`config.mk`:
```
export PLATFORM = sky130hd
export DESIGN_NAME = rgb_to_hsv_white_classifier_unit
export DESIGN_NICKNAME = d
export VERILOG_FILES = /design/src/rhw_pkg.sv /design/src/rgb_to_hsv_white_classifier_unit.sv /design/src/rhw_div_stage.sv
export VERILOG_INCLUDE_DIRS = /design/src /design/src/src
export SDC_FILE = /design/constraint.sdc
export NUM_CORES = 1
export LEC_CHECK = 0
export ABC_AREA = 1
export BUFFER_PORTS_ARGS = -buffer_cell sky130_fd_sc_hd__buf_2
export CORE_MARGIN = 2
export CORE_UTILIZATION = 55
export DETAILED_ROUTE_END_ITERATION = 12
export PLACE_DENSITY_LB_ADDON = 0.08
export SYNTH_ARGS = -nofsm -noshare
export SYNTH_HDL_FRONTEND = slang
export SYNTH_SLANG_ARGS = --single-unit
```
`constraint.sdc`:
```
create_clock -name clk -period 9.3 [get_ports clk]
set_clock_uncertainty 0.2 [all_clocks]
set_input_delay 0.93 -clock clk [delete_from_list [all_inputs] [get_ports clk]]
set_output_delay 0.93 -clock clk [all_outputs]
set_load 0.05 [all_outputs]
```
`src/rgb_to_hsv_white_classifier_unit_assert.svh`:
```
// ----------------------------------------------------------------------------
// RGB to HSV white classifier assertion macros
// Shared helpers for the concurrent checks in the classifier RTL.
// ----------------------------------------------------------------------------
`ifndef RGB_TO_HSV_WHITE_CLASSIFIER_UNIT_ASSERT_SVH
`define RGB_TO_HSV_WHITE_CLASSIFIER_UNIT_ASSERT_SVH

// Checks that the consequent holds in the same cycle as the antecedent.
`define RHW_ASSERT_IMP(lbl, ante, cons) \
	lbl: assert property (@(posedge clk) disable iff (!arst_n) (ante) |-> (cons)) \
		else $error("rgb_to_hsv_white_classifier_unit: same-cycle check failed");

// Checks that the consequent holds in the cycle after the antecedent.
`define RHW_ASSERT_NXT(lbl, ante, cons) \
	lbl: assert property (@(posedge clk) disable iff (!arst_n) (ante) |=> (cons)) \
		else $error("rgb_to_hsv_white_classifier_unit: next-cycle check failed");

`endif

```
`src/rhw_pkg.sv`:
```
// ----------------------------------------------------------------------------
// RGB to HSV white classifier package
// Word types and the shared divider step of the classifier pipeline.
// ----------------------------------------------------------------------------
package rhw_pkg;

	typedef struct packed {
		logic [7:0] red;
		logic [7:0] green;
		logic [7:0] blue;
	} pixel_t;

	typedef struct packed {
		logic [12:0] hue;
		logic [7:0]  saturation;
		logic [7:0]  brightness;
		logic        is_white;
	} result_t;

	// One lane of the restoring divider: partial remainder and the
	// dividend bits still to shift in, with quotient bits filling from below.
	typedef struct packed {
		logic [7:0] rem;
		logic [9:0] nq;
	} div_lane_t;

	typedef struct packed {
		logic [7:0] mx;
		logic [7:0] delta;
		logic [1:0] sector;
		logic       neg;
		logic       white;
		div_lane_t  sat;
		div_lane_t  hue;
	} pl_t;

	localparam logic [1:0] SECT_RED   = 2'd0;
	localparam logic [1:0] SECT_GREEN = 2'd1;
	localparam logic [1:0] SECT_BLUE  = 2'd2;

	function automatic div_lane_t div_step(div_lane_t a, logic [7:0] d);
		logic [8:0] t;
		logic       ge;
		div_lane_t  r;
		t = {a.rem, a.nq[9]};
		ge = (t >= {1'b0, d});
		r.rem = ge ? 8'(t - {1'b0, d}) : t[7:0];
		r.nq = {a.nq[8:0], ge};
		return r;
	endfunction

endpackage

```
`src/rgb_to_hsv_white_classifier_unit.sv`:
```
// ----------------------------------------------------------------------------
// RGB to HSV white classifier
// Converts a stream of 8-bit RGB pixels to hue, saturation and value and
// flags bright, unsaturated pixels as white.
// ----------------------------------------------------------------------------
// The block takes one pixel word per clock while pixel_ready is high and
// returns one result word per pixel, in order, through a min/max stage, a
// scaling stage, a five-stage divider making the hue and saturation quotients
// two bits per stage, and the output register. Every stage holds its word
// while the next is full and stalled, so pixel_ready drops only when all eight
// stages hold a word and result_ready is low. The user writes thresholds over
// the APB port only while no pixel is in flight; the block does not check it.
`include "rgb_to_hsv_white_classifier_unit_assert.svh"

module rgb_to_hsv_white_classifier_unit import rhw_pkg::*; (
	input  logic        clk,
	input  logic        arst_n,
	input  logic        pixel_valid,
	output logic        pixel_ready,
	input  pixel_t      pixel,
	output logic        result_valid,
	input  logic        result_ready,
	output result_t     result,
	input  logic        psel,
	input  logic        penable,
	input  logic        pwrite,
	input  logic [2:0]  paddr,
	input  logic [31:0] pwdata,
	output logic [31:0] prdata,
	output logic        pready
);

	localparam int NSTG = 8;
	localparam int NDIV = 5;

	localparam logic        REG_VALUE     = 1'b0;
	localparam logic        REG_SAT       = 1'b1;
	localparam logic [9:0]  VALUE_THR_RST = 10'd650;
	localparam logic [9:0]  SAT_THR_RST   = 10'd200;
	localparam logic [17:0] MILLI         = 18'd1000;
	localparam logic [17:0] FULL_SCALE    = 18'd255;
	localparam logic [17:0] HUE_SCALE     = 18'd960;
	localparam logic [12:0] HUE_FULL      = 13'd5760;
	localparam logic [12:0] HUE_OFS_GREEN = 13'd1920;
	localparam logic [12:0] HUE_OFS_BLUE  = 13'd3840;

	logic [9:0] value_thr_q;
	logic [9:0] sat_thr_q;

	logic [NSTG:1] vld_s;
	logic [NSTG:1] adv;
	logic [NSTG:0] vld_chain;

	logic [7:0]  mx_c;
	logic [7:0]  mn_c;
	logic [1:0]  sector_c;
	logic [8:0]  diff_c;
	logic [7:0]  mx_s1;
	logic [7:0]  delta_s1;
	logic [1:0]  sector_s1;
	logic        neg_s1;
	logic [7:0]  absnum_s1;

	logic [17:0] sat_n;
	logic [17:0] hue_n;
	logic        white_c;
	pl_t         pl_c;
	pl_t         pl_s2;
	pl_t         div_pl [NDIV+1];

	pl_t         fin;
	logic [12:0] q_c;
	logic [12:0] hue_c;
	result_t     result_s8;

	// Configuration registers.
	assign pready = 1'b1;

	always_ff @(posedge clk or negedge arst_n) begin
		if (!arst_n) begin
			value_thr_q <= VALUE_THR_RST;
			sat_thr_q <= SAT_THR_RST;
		end else if (psel && penable && pwrite && pready) begin
			unique case (paddr[2])
				REG_VALUE: value_thr_q <= pwdata[9:0];
				REG_SAT:   sat_thr_q <= pwdata[9:0];
				default:   value_thr_q <= value_thr_q;
			endcase
		end
	end

	always_comb begin
		unique case (paddr[2])
			REG_VALUE: prdata = {22'd0, value_thr_q};
			REG_SAT:   prdata = {22'd0, sat_thr_q};
			default:   prdata = 32'd0;
		endcase
	end

	// Pipeline flow control: a stage loads when it is empty or its word moves on.
	always_comb begin
		adv[NSTG] = !vld_s[NSTG] || result_ready;
		for (int k = NSTG - 1; k >= 1; k--) begin
			adv[k] = !vld_s[k] || adv[k+1];
		end
	end

	assign vld_chain = {vld_s, pixel_valid};

	always_ff @(posedge clk or negedge arst_n) begin
		if (!arst_n) begin
			vld_s <= '0;
		end else begin
			for (int k = 1; k <= NSTG; k++) begin
				if (adv[k]) begin
					vld_s[k] <= vld_chain[k-1];
				end
			end
		end
	end

	assign pixel_ready = adv[1];

	// Stage 1: max, min, delta, sector and hue numerator.
	always_comb begin
		mx_c = pixel.red;
		if (pixel.green > mx_c) begin
			mx_c = pixel.green;
		end
		if (pixel.blue > mx_c) begin
			mx_c = pixel.blue;
		end
		mn_c = pixel.red;
		if (pixel.green < mn_c) begin
			mn_c = pixel.green;
		end
		if (pixel.blue < mn_c) begin
			mn_c = pixel.blue;
		end
		if (mx_c == pixel.red) begin
			sector_c = SECT_RED;
			diff_c = {1'b0, pixel.green} - {1'b0, pixel.blue};
		end else if (mx_c == pixel.green) begin
			sector_c = SECT_GREEN;
			diff_c = {1'b0, pixel.blue} - {1'b0, pixel.red};
		end else begin
			sector_c = SECT_BLUE;
			diff_c = {1'b0, pixel.red} - {1'b0, pixel.green};
		end
	end

	always_ff @(posedge clk) begin
		if (adv[1]) begin
			mx_s1 <= mx_c;
			delta_s1 <= mx_c - mn_c;
			sector_s1 <= sector_c;
			neg_s1 <= diff_c[8];
			absnum_s1 <= diff_c[8] ? 8'(-diff_c) : diff_c[7:0];
		end
	end

	// Stage 2: scaled dividends, white decision and divider setup.
	always_comb begin
		sat_n = {10'd0, delta_s1} * FULL_SCALE;
		hue_n = {10'd0, absnum_s1} * HUE_SCALE;
		white_c = (({10'd0, mx_s1} * MILLI) > ({8'd0, value_thr_q} * FULL_SCALE)) &&
			(({10'd0, delta_s1} * MILLI) < ({8'd0, sat_thr_q} * {10'd0, mx_s1}));
		pl_c.mx = mx_s1;
		pl_c.delta = delta_s1;
		pl_c.sector = sector_s1;
		pl_c.neg = neg_s1;
		pl_c.white = white_c;
		pl_c.sat.rem = sat_n[17:10];
		pl_c.sat.nq = sat_n[9:0];
		pl_c.hue.rem = hue_n[17:10];
		pl_c.hue.nq = hue_n[9:0];
	end

	always_ff @(posedge clk) begin
		if (adv[2]) begin
			pl_s2 <= pl_c;
		end
	end

	// Stages 3 to 7: the divider.
	assign div_pl[0] = pl_s2;

	for (genvar i = 0; i < NDIV; i++) begin : g_div
		rhw_div_stage u_div (
			.clk (clk),
			.en  (adv[3+i]),
			.d   (div_pl[i]),
			.q   (div_pl[i+1])
		);
	end

	// Stage 8: hue offset and wrap, gray pixels, output register.
	assign fin = div_pl[NDIV];
	assign q_c = {3'd0, fin.hue.nq};

	always_comb begin
		case (fin.sector)
			SECT_RED:   hue_c = fin.neg ? HUE_FULL - q_c : q_c;
			SECT_GREEN: hue_c = fin.neg ? HUE_OFS_GREEN - q_c : HUE_OFS_GREEN + q_c;
			SECT_BLUE:  hue_c = fin.neg ? HUE_OFS_BLUE - q_c : HUE_OFS_BLUE + q_c;
			default:    hue_c = 13'd0;
		endcase
	end

	always_ff @(posedge clk) begin
		if (adv[NSTG]) begin
			result_s8.hue <= (fin.delta == 8'd0) ? 13'd0 : hue_c;
			result_s8.saturation <= (fin.delta == 8'd0) ? 8'd0 : fin.sat.nq[7:0];
			result_s8.brightness <= fin.mx;
			result_s8.is_white <= fin.white;
		end
	end

	assign result_valid = vld_s[NSTG];
	assign result = result_s8;

	`RHW_ASSERT_IMP(a_hue_range, result_valid, result.hue < HUE_FULL)
	`RHW_ASSERT_IMP(a_black_is_gray, result_valid && result.brightness == 8'd0,
		result.hue == 13'd0 && result.saturation == 8'd0)
	`RHW_ASSERT_IMP(a_white_is_lit, result_valid && result.is_white, result.brightness != 8'd0)
	`RHW_ASSERT_IMP(a_full_when_blocked, !pixel_ready, vld_s == '1 && !result_ready)
	`RHW_ASSERT_NXT(a_stall_keeps_word, vld_s[1] && !adv[1], vld_s[1])

endmodule

```
`src/rhw_div_stage.sv`:
```
// ----------------------------------------------------------------------------
// RGB to HSV white classifier divider stage
// One pipeline stage that retires two quotient bits on both divider lanes.
// ----------------------------------------------------------------------------
module rhw_div_stage import rhw_pkg::*; (
	input  logic clk,
	input  logic en,
	input  pl_t  d,
	output pl_t  q
);

	pl_t nxt;
	pl_t div_s;

	always_comb begin
		nxt = d;
		nxt.sat = div_step(div_step(d.sat, d.mx), d.mx);
		nxt.hue = div_step(div_step(d.hue, d.delta), d.delta);
	end

	always_ff @(posedge clk) begin
		if (en) begin
			div_s <= nxt;
		end
	end

	assign q = div_s;

endmodule

```
### Yosys cells after proc, flatten, opt, wreduce, memory -nomap -nowiden

Index checks and enable logic that the tools add are counted.
Widths: inputs -> output; s select.

| word-level totals | value |
|---|---|
| bits in registers | 377 |
| word-level logic and storage cells | 192 |

| operators by class | value |
|---|---|
| add/subtract/negate cells | 28 |
| multipliers | 6 |
| order comparisons | 26 |
| equal/unequal tests | 4 |
| mux-type cells | 31 |
| bitwise gates (word level) | 1 |
| reductions and logical operators | 23 |

Operator list:

| cell | count |
|---|---|
| $mux 8 | 23 |
| $ge 9x8->1 | 19 |
| $sub 8x8->8 | 18 |
| $pmux 32 s2 | 1 |
| $mux 13 | 3 |
| $pmux 13 s3 | 1 |
| $mul 8x7->15 const B | 2 |
| $sub 8x8->9 | 3 |
| $gt 18x18->1 | 1 |
| $lt 18x18->1 | 1 |
| $mul 10x8->18 | 1 |
| $mul 10x8->18 const B | 1 |
| $mux 9 | 2 |
| $eq 8x8->1 | 2 |
| $gt 8x8->1 | 2 |
| $lt 8x8->1 | 2 |
| $mul 8x8->16 const B | 1 |
| $add 12x10->13 const A | 1 |
| $sub 12x10->13 const A | 1 |
| $sub 13x10->13 const A | 1 |
| $add 11x10->12 const A | 1 |
| $mul 8x4->12 const B | 1 |
| $sub 11x10->12 const A | 1 |
| $ge 7x8->1 | 1 |
| 12 further kinds | 29 |

### Longest topological paths before layout

Gate-level depths: netlist of run 1.

| logic depth | value |
|---|---|
| depth after elaboration | 9 |
| mapped depth | 39 |
| mapped depth without buffers | 37 |

### Hierarchy

Synthesis of run 1 repeated with hierarchy kept, for this count alone.

| second synthesis, totals | value |
|---|---|
| cell total of the unflattened synthesis | 4,139 |
| area, all modules | 36,402.4 µm² |

By module, submodules not included:

| module | instances | cells an instance | area an instance (µm²) |
|---|---|---|---|
| rgb_to_hsv_white_classifier_unit | 1 | 2,071 | 17,554.3 |
| rhw_div_stage (g_div[0].u_div ...) | 3 | 411 | 3,717.3 |
| rhw_div_stage (g_div[4].u_div) | 1 | 417 | 3,885.0 |
| rhw_div_stage (g_div[3].u_div) | 1 | 418 | 3,811.2 |

### Worst setup path before layout of run 1

No wires, ideal clock.

| path | value |
|---|---|
| path kind | input to output |
| from | input port result_ready |
| to | output port pixel_ready |
| arrival time | 8,018 ps |
| required time | 8,170 ps |
| path slack | 152 ps |
| cell stages on the path | 14 |
| cell sequence | nor2_1 > inv_1 > nor2_1 > inv_1 > nor2_1 > inv_1 > nor2_1 > inv_1 > nor2_1 > inv_1 > nor2_1 > inv_1 > nor2_1 > nand2_1 |

| on the way | value |
|---|---|
| cells in the longest elaborated chain, start to end | 8 |

Ends and longest elaborated chain:

| what | line | RTL |
|---|---|---|
| start: declaration | rgb_to_hsv_white_classifier_unit.sv:22 | `input logic result_ready,` |
| $logic_or 1x1->1 | rgb_to_hsv_white_classifier_unit.sv:102 | `adv[NSTG] = !vld_s[NSTG] \|\| result_ready;` |
| via adv (one bit) | rgb_to_hsv_white_classifier_unit.sv:51 | `logic [NSTG:1] adv;` |
| $logic_or 1x1->1 | rgb_to_hsv_white_classifier_unit.sv:104 | `adv[k] = !vld_s[k] \|\| adv[k+1];` |
| via adv (one bit) | rgb_to_hsv_white_classifier_unit.sv:51 |  |
| $logic_or 1x1->1 | rgb_to_hsv_white_classifier_unit.sv:104 |  |
| via adv (one bit) | rgb_to_hsv_white_classifier_unit.sv:51 |  |
| $logic_or 1x1->1 | rgb_to_hsv_white_classifier_unit.sv:104 |  |
| via adv (one bit) | rgb_to_hsv_white_classifier_unit.sv:51 |  |
| $logic_or 1x1->1 | rgb_to_hsv_white_classifier_unit.sv:104 |  |
| via adv (one bit) | rgb_to_hsv_white_classifier_unit.sv:51 |  |
| $logic_or 1x1->1 | rgb_to_hsv_white_classifier_unit.sv:104 |  |
| via adv (one bit) | rgb_to_hsv_white_classifier_unit.sv:51 |  |
| $logic_or 1x1->1 (2 in a row) | rgb_to_hsv_white_classifier_unit.sv:104 |  |
| end: declaration | rgb_to_hsv_white_classifier_unit.sv:19 | `output logic pixel_ready,` |

The timed path passes the listed nets, and every way through them passes these cells.

==> flow_summary.ini, run 1 <==
[run_status]
run_status = completed

[sta]
maxSlewHeadroom_pct = 30.46
layout_setup_ws_ps = 2408
finalMaxSlewViolations = 0
maxClockFrequency_mhz = 145.1
timing.final.hold_violations = 0
final.setup.tns_ps = 0
finalCritPeriodShare_pct = 74.11
worst_pin_slew_ps = 1042
min_period_ps = 6892
count_of_endpoints_failing_setup_in_the_final_report = 0
unrepaired_setup_endpoints_after_global_routing = no

[synth]
synthesis.area_mm2 = 0.03177
synth_edf_count = 336
synth.ff_latch_count = 364
yosysUniqueCellTypes = 63
yosys_warnings = 0
synth_seq_area_share_pct = 34.00
postSynthAreaPerCell_um2 = 9.134
synthCells = 3478
postSynth.asyncResetShare_pct = 7.692
synth_flop_cell = sky130_fd_sc_hd__edfxtp_1

[setup_path]
worst_ep_required_ps = 9470
crit_path_frequent_cell = sky130_fd_sc_hd__inv_1
startpoint_type = flip-flop
max_stage_delay_on_crit_path_ps = 930
cp_max_stage_cell = sky130_fd_sc_hd__edfxtp_1
endpoint_kind = flip-flop
type_of_the_setup_path_with_the_least_slack = flip-flop to flip-flop
critPathMaxFanout = 16
arrival_ps = 7060

[floorplan]
die_w_um = 244.3
floorplan.core_area_mm2 = 0.05737
design.die.area_mm2 = 0.05970
top_level_ports = 131
die-height_um = 244.3
starting_density_of_the_core_pct = 55.38
num_rows = 88

[placement]
finalWeightedCongestion = 0.8875
buffer_ports.inserted = 83
dp.final_hpwl_um = 53790
placement.setup.worst_slack_ps = 2236

[final_layout]
drive_above_1_share_pct = 6.570
area_growth_pct = 7.775
most_common_library_cell_in_the_layout_ignoring_fill_and_taps = sky130_fd_sc_hd__inv_1
antennaDiodeCount = 0
final_core_utilization_pct = 59.68
finish.net_count = 4236
layout_common_cells = 722 x sky130_fd_sc_hd__inv_1, 580 x sky130_fd_sc_hd__nand2_1, 426 x sky130_fd_sc_hd__ha_1, 336 x sky130_fd_sc_hd__edfxtp_1, 216 x sky130_fd_sc_hd__o21ai_0

[detailed_routing]
drcViolationCount = 0
finalWirelength_um = 66070
wl_met2_um = 32710
routed.top_layer = met4
drtIter0Drc = 1023
met3RoutedLength_um = 2249
routed_wirelength_normalized_by_instance_count_um = 15.16
ant_nets = 0
routed-via-count = 22680
detailedRoute.firstPassIterationCount = 5
m1WireLength_um = 29220
average_via_count_per_standard_cell = 5.204

[clock_tree]
cts_tree = yes
ctsRootBufferMaster = sky130_fd_sc_hd__clkbuf_16
cts.repair_timing.setup_buffer_count = 0
numClockSinks = 364
ctsLongestPathBuffers = 3
cts-buffers-inserted = 41
worstSkewPairLatency_ps = 560
cts-hold-fix-buffers = 0
cts.repair.resized = 0
htree_num_levels = 2
clkSlewWorstSetupHoldPaths_ps = 70

[grt]
number_of_antenna_violations_at_the_first_check_in_global_routing = 1
first_global_vias = 23180
first_pass_grt_wire_length_um = 111500
grtUsageTotal_pct = 22.94
grt_start_max_net_pins = 53
grt_overflow_total = 0

[flow_run]
drv.max_cap_violation_count = 0

[hold_path]
holdCritPathClass = flip-flop to flip-flop
Yosys cell counts (all sizes together) (7+ instances only):
master	number	area share, %
nor3	22	0.35
a21o	10	0.24
o21ai	220	3.5
o211ai	8	0.19
o21bai	26	0.61
clkbuf	36	0.44
xnor2	60	1.7
inv	732	8.7
edfxtp	336	32
nor4	10	0.20
ha	426	17
xor2	120	3.3
nand2	604	7.4
or2	10	0.20
fa	184	12
a21oi	214	3.4
nand4	33	0.75
dfrtp	21	1.7
o31ai	14	0.33
nand3b	9	0.21
nor2	191	2.4
dfstp	7	0.58
buf	37	0.82
nand3	104	1.9
path summary, 6_finish.rpt:
check / start / endpoint / slack, ps / depth (start not counted)
min: div_pl[305] / g_div[0].u_div.q[27] / 210 / 0
min reg2reg: div_pl[305] / g_div[0].u_div.q[27] / 210 / 0
min in group asynchronous: arst_n / sat_thr_q[0] / 250 / 1
max: mx_s1[4] / div_pl[316] / 2410 / 29
max reg2reg: mx_s1[4] / div_pl[316] / 2410 / 29
max in group asynchronous: arst_n / vld_s[6] / 8180 / 1
flip-flops by register name (all words and copies together), names as in the netlist:
| signal | flops |
|---|---|
| mx_s1 | 8 |
| g_div.u_div.q | 232 |
| sat_thr_q | 10 |
| sector_s1 | 2 |
| absnum_s1 | 8 |
| value_thr_q | 10 |
| delta_s1 | 8 |
| result | 30 |
| div_pl | 47 |
| vld_s | 8 |
| neg_s1 | 1 |
per-layer routing:
metal / vias up / track usage [%]
li1: 11450 / -
met1: 10720 / 29.37
met2: 408 / 40.81
met3: 103 / 2.502
met4: 0 / 7.048
met5: - / 0
cells by family after synthesis:
family | Yosys count | synth area share (%)
buffers and inverters | 806 | 9.930
multiplexers | 3 | 0.1024
flip-flops | 364 | 34.00
adder cells (fa/ha/maj) | 610 | 28.37
XOR/XNOR | 180 | 4.963
other | 2 | 0.02364
AND/OR/NAND/NOR | 992 | 13.63
AO/OA/AOI/OAI | 521 | 8.980
stage by stage:
stage	instance area, µm²	std cells	hold slack [ps]
final	34240	4357	210.8
after global routing	34240	4357	216.0
after CTS	34240	4357	214.8
after detailed placement	32880	4282	204.5
after global placement	32880	4282	201.1
after floorplan	31850	3499	200.3
area by class of cell:
cell class | instances | area, µm²
Fill cell | 4987 | 23130
Multi-Input combinational cell | 2329 | 17890
Sequential cell | 364 | 10800
Inverter | 733 | 2754
Clock buffer | 44 | 1059
Tap cell | 765 | 957.2
Timing Repair Buffer | 91 | 475.5
Clock inverter | 31 | 300.3
critical path: cells and delay by family, from the launching register on:
family / cells / cell delay (ps)
DFF: 1 / 930
adders and majority gates: 6 / 2680
and+or+nand+nor: 7 / 840
xor gates and xnor gates: 1 / 140
AOI/OAI and AO/OA: 10 / 1600
buffers and inverters: 5 / 290
Power of run 1 is left out: the tool's default activity adds up to more than one toggle a clock period on the data nets, which glitch-free logic cannot reach.
==> run 2, diff against run 1 <==
==> constraint.sdc (replaced) <==
create_clock -name clk -period 6.01 [get_ports clk]
set_clock_uncertainty 0.2 [all_clocks]
set_input_delay 0.601 -clock clk [delete_from_list [all_inputs] [get_ports clk]]
set_output_delay 0.601 -clock clk [all_outputs]
set_load 0.05 [all_outputs]
==> run 2 against run 1 <==
Net effect:
- register-to-register slack got worse by 2200 ps
- non-clock buffer count is 126 higher
- fmax is 18% higher
- sequential share of layout area is 1.1 points lower
- core utilization up 2.2 points
- die area unchanged
- clock-buffer cell count is 11 higher
- design area grew 3.6%
- flip-flop and latch count is the same
- first-iteration DRC count fell by 2.2%
- critical path type unchanged
==> flow_summary.ini, run 2 (synthesis gave the netlist of run 1 again) <==
[setup_path]
cp_max_stage_cell = sky130_fd_sc_hd__fa_1
crit_path_frequent_cell = sky130_fd_sc_hd__nand2_1
startpoint_type = flip-flop
critPathMaxFanout = 4
endpoint_kind = flip-flop
arrival_ps = 6080
max_stage_delay_on_crit_path_ps = 520
type_of_the_setup_path_with_the_least_slack = flip-flop to flip-flop
worst_ep_required_ps = 6240

[final_layout]
largest_register_ff_count = 232
drive_above_1_share_pct = 11.24
antennaDiodeCount = 0
nFillCells = 4777
layout_common_cells = 710 x sky130_fd_sc_hd__inv_1, 575 x sky130_fd_sc_hd__nand2_1, 416 x sky130_fd_sc_hd__ha_1, 336 x sky130_fd_sc_hd__edfxtp_1, 209 x sky130_fd_sc_hd__o21ai_0
finish.net_count = 4363
area_growth_pct = 11.68
fin_area_mm2 = 0.03548
final-instance-count-excl-fill = 4483
most_common_library_cell_in_the_layout_ignoring_fill_and_taps = sky130_fd_sc_hd__inv_1

[sta]
fin_worst_hold_slack_ps = 52.60
unrepaired_setup_endpoints_after_global_routing = yes
count_of_endpoints_failing_setup_in_the_final_report = 0
maxSlewHeadroom_pct = 37.10
min_period_ps = 5849
timing.final.hold_violations = 0
finalMaxSlewViolations = 0
maxClockFrequency_mhz = 171.0
finalCritPeriodShare_pct = 97.32
layout_setup_ws_ps = 160.8
worst_pin_slew_ps = 941.6

[detailed_routing]
average_via_count_per_standard_cell = 5.170
detailedRoute.firstPassIterationCount = 5
drtIter0Drc = 1001
routed-via-count = 23180
finalWirelength_um = 68520
ant_nets = 0
routed_wirelength_normalized_by_instance_count_um = 15.28
drcViolationCount = 0

[clock_tree]
cts_tree = yes
cts-buffers-inserted = 42
numClockSinks = 364
worstSkewPairLatency_ps = 590
htree_num_levels = 2
clkSlewWorstSetupHoldPaths_ps = 70
ctsRootBufferMaster = sky130_fd_sc_hd__clkbuf_16
ctsLongestPathBuffers = 3

[placement]
place_inst = 4388
dp.final_hpwl_um = 56190
dpl_cell_area_mm2 = 0.03376
placement.setup.worst_slack_ps = -101.5
finalWeightedCongestion = 0.9416
buffer_ports.inserted = 83

[floorplan]
top_level_ports = 131
starting_density_of_the_core_pct = 55.38
design.die.area_mm2 = 0.05970
die-height_um = 244.3
die_w_um = 244.3
floorplan.core_area_mm2 = 0.05737
num_rows = 88

[grt]
number_of_antenna_violations_at_the_first_check_in_global_routing = 0
grtUsageTotal_pct = 23.37
grt_overflow_total = 0
first_pass_grt_wire_length_um = 113300
first_global_vias = 23780
grt_start_max_net_pins = 53

[hold_path]
holdCritPathClass = primary input to flip-flop

[run_status]
run_status = completed

[flow_run]
drv.max_cap_violation_count = 0
run 2: changes by cell type in the layout (fill, tap and decap cells not counted), sizes merged:
| cell | delta |
|---|---|
| bufinv | -2 |
| buf | +125 |
| clkinv | -5 |
| dlygate4sd3 | +1 |
| clkbuf | +11 |
| clkinvlp | +3 |
| inv | -7 |
run 2: per-layer routing:
layer  part of all wire [%]  vias up  GRT usage, %
li1                       -    11690             -
met1                     41    10930         27.15
met3                    3.3      155         2.700
met4                    4.1        0         9.164
met2                     52      407         43.72
met5                      0        -             0
run 2: area by class of cell:
| class | count | area (µm²) | area share, % |
|---|---|---|---|
| Clock buffer | 55 | 1121 | 3.160 |
| Clock inverter | 20 | 167.7 | 0.4726 |
| Inverter | 733 | 2780 | 7.837 |
| Multi-Input combinational cell | 2329 | 18190 | 51.28 |
| Sequential cell | 364 | 10800 | 30.45 |
| Tap cell | 765 | 957.2 | 2.698 |
| Timing Repair Buffer | 217 | 1454 | 4.098 |
run 2: final timing paths:
path / depth (start not counted) / endpoint / startpoint / slack (ps)
max in group asynchronous: 2 / value_thr_q[6] / arst_n / 4450
worst min-delay path: 3 / vld_s[1] / pixel_valid / 50
worst min register to register: 0 / g_div[4].u_div.q[3] / g_div[3].u_div.q[1] / 210
worst max-delay path: 31 / div_pl[316] / mx_s1[4] / 160
min in group asynchronous: 2 / vld_s[2] / arst_n / 510
worst max register to register: 31 / div_pl[316] / mx_s1[4] / 160
run 2: per-stage QoR:
| stage | TNS (ps) | util (%) |
|---|---|---|
| 2_1_floorplan | -122530 | - |
| 3_3_place_gp | -4.697 | 58.85 |
| 3_5_place_dp | -101.5 | 58.85 |
| 4_1_cts | 0 | 61.23 |
| 5_1_grt | -163.7 | 61.84 |
| 6_report | 0 | 61.84 |
run 2: what timing repair did:
item | CTS | global route
hold endpoints to repair | 21 | 0
pin swaps | 8 | 70
hold buffers | 1 | 0
buffers inserted | 6 | 16
setup endpoints to repair | 1 | 2
gates resized for setup | 4 | 64
run 2: critical path, delay by kind of cell, from the launching register on:
kind / cells / cell delay [ps]
adders and majority gates: 6 / 2490
AOI/OAI and AO/OA: 10 / 1240
and+or+nand+nor: 7 / 620
buffers and inverters: 7 / 540
DFF: 1 / 470
xor gates and xnor gates: 1 / 130
Power of run 2 is left out for the same reason.
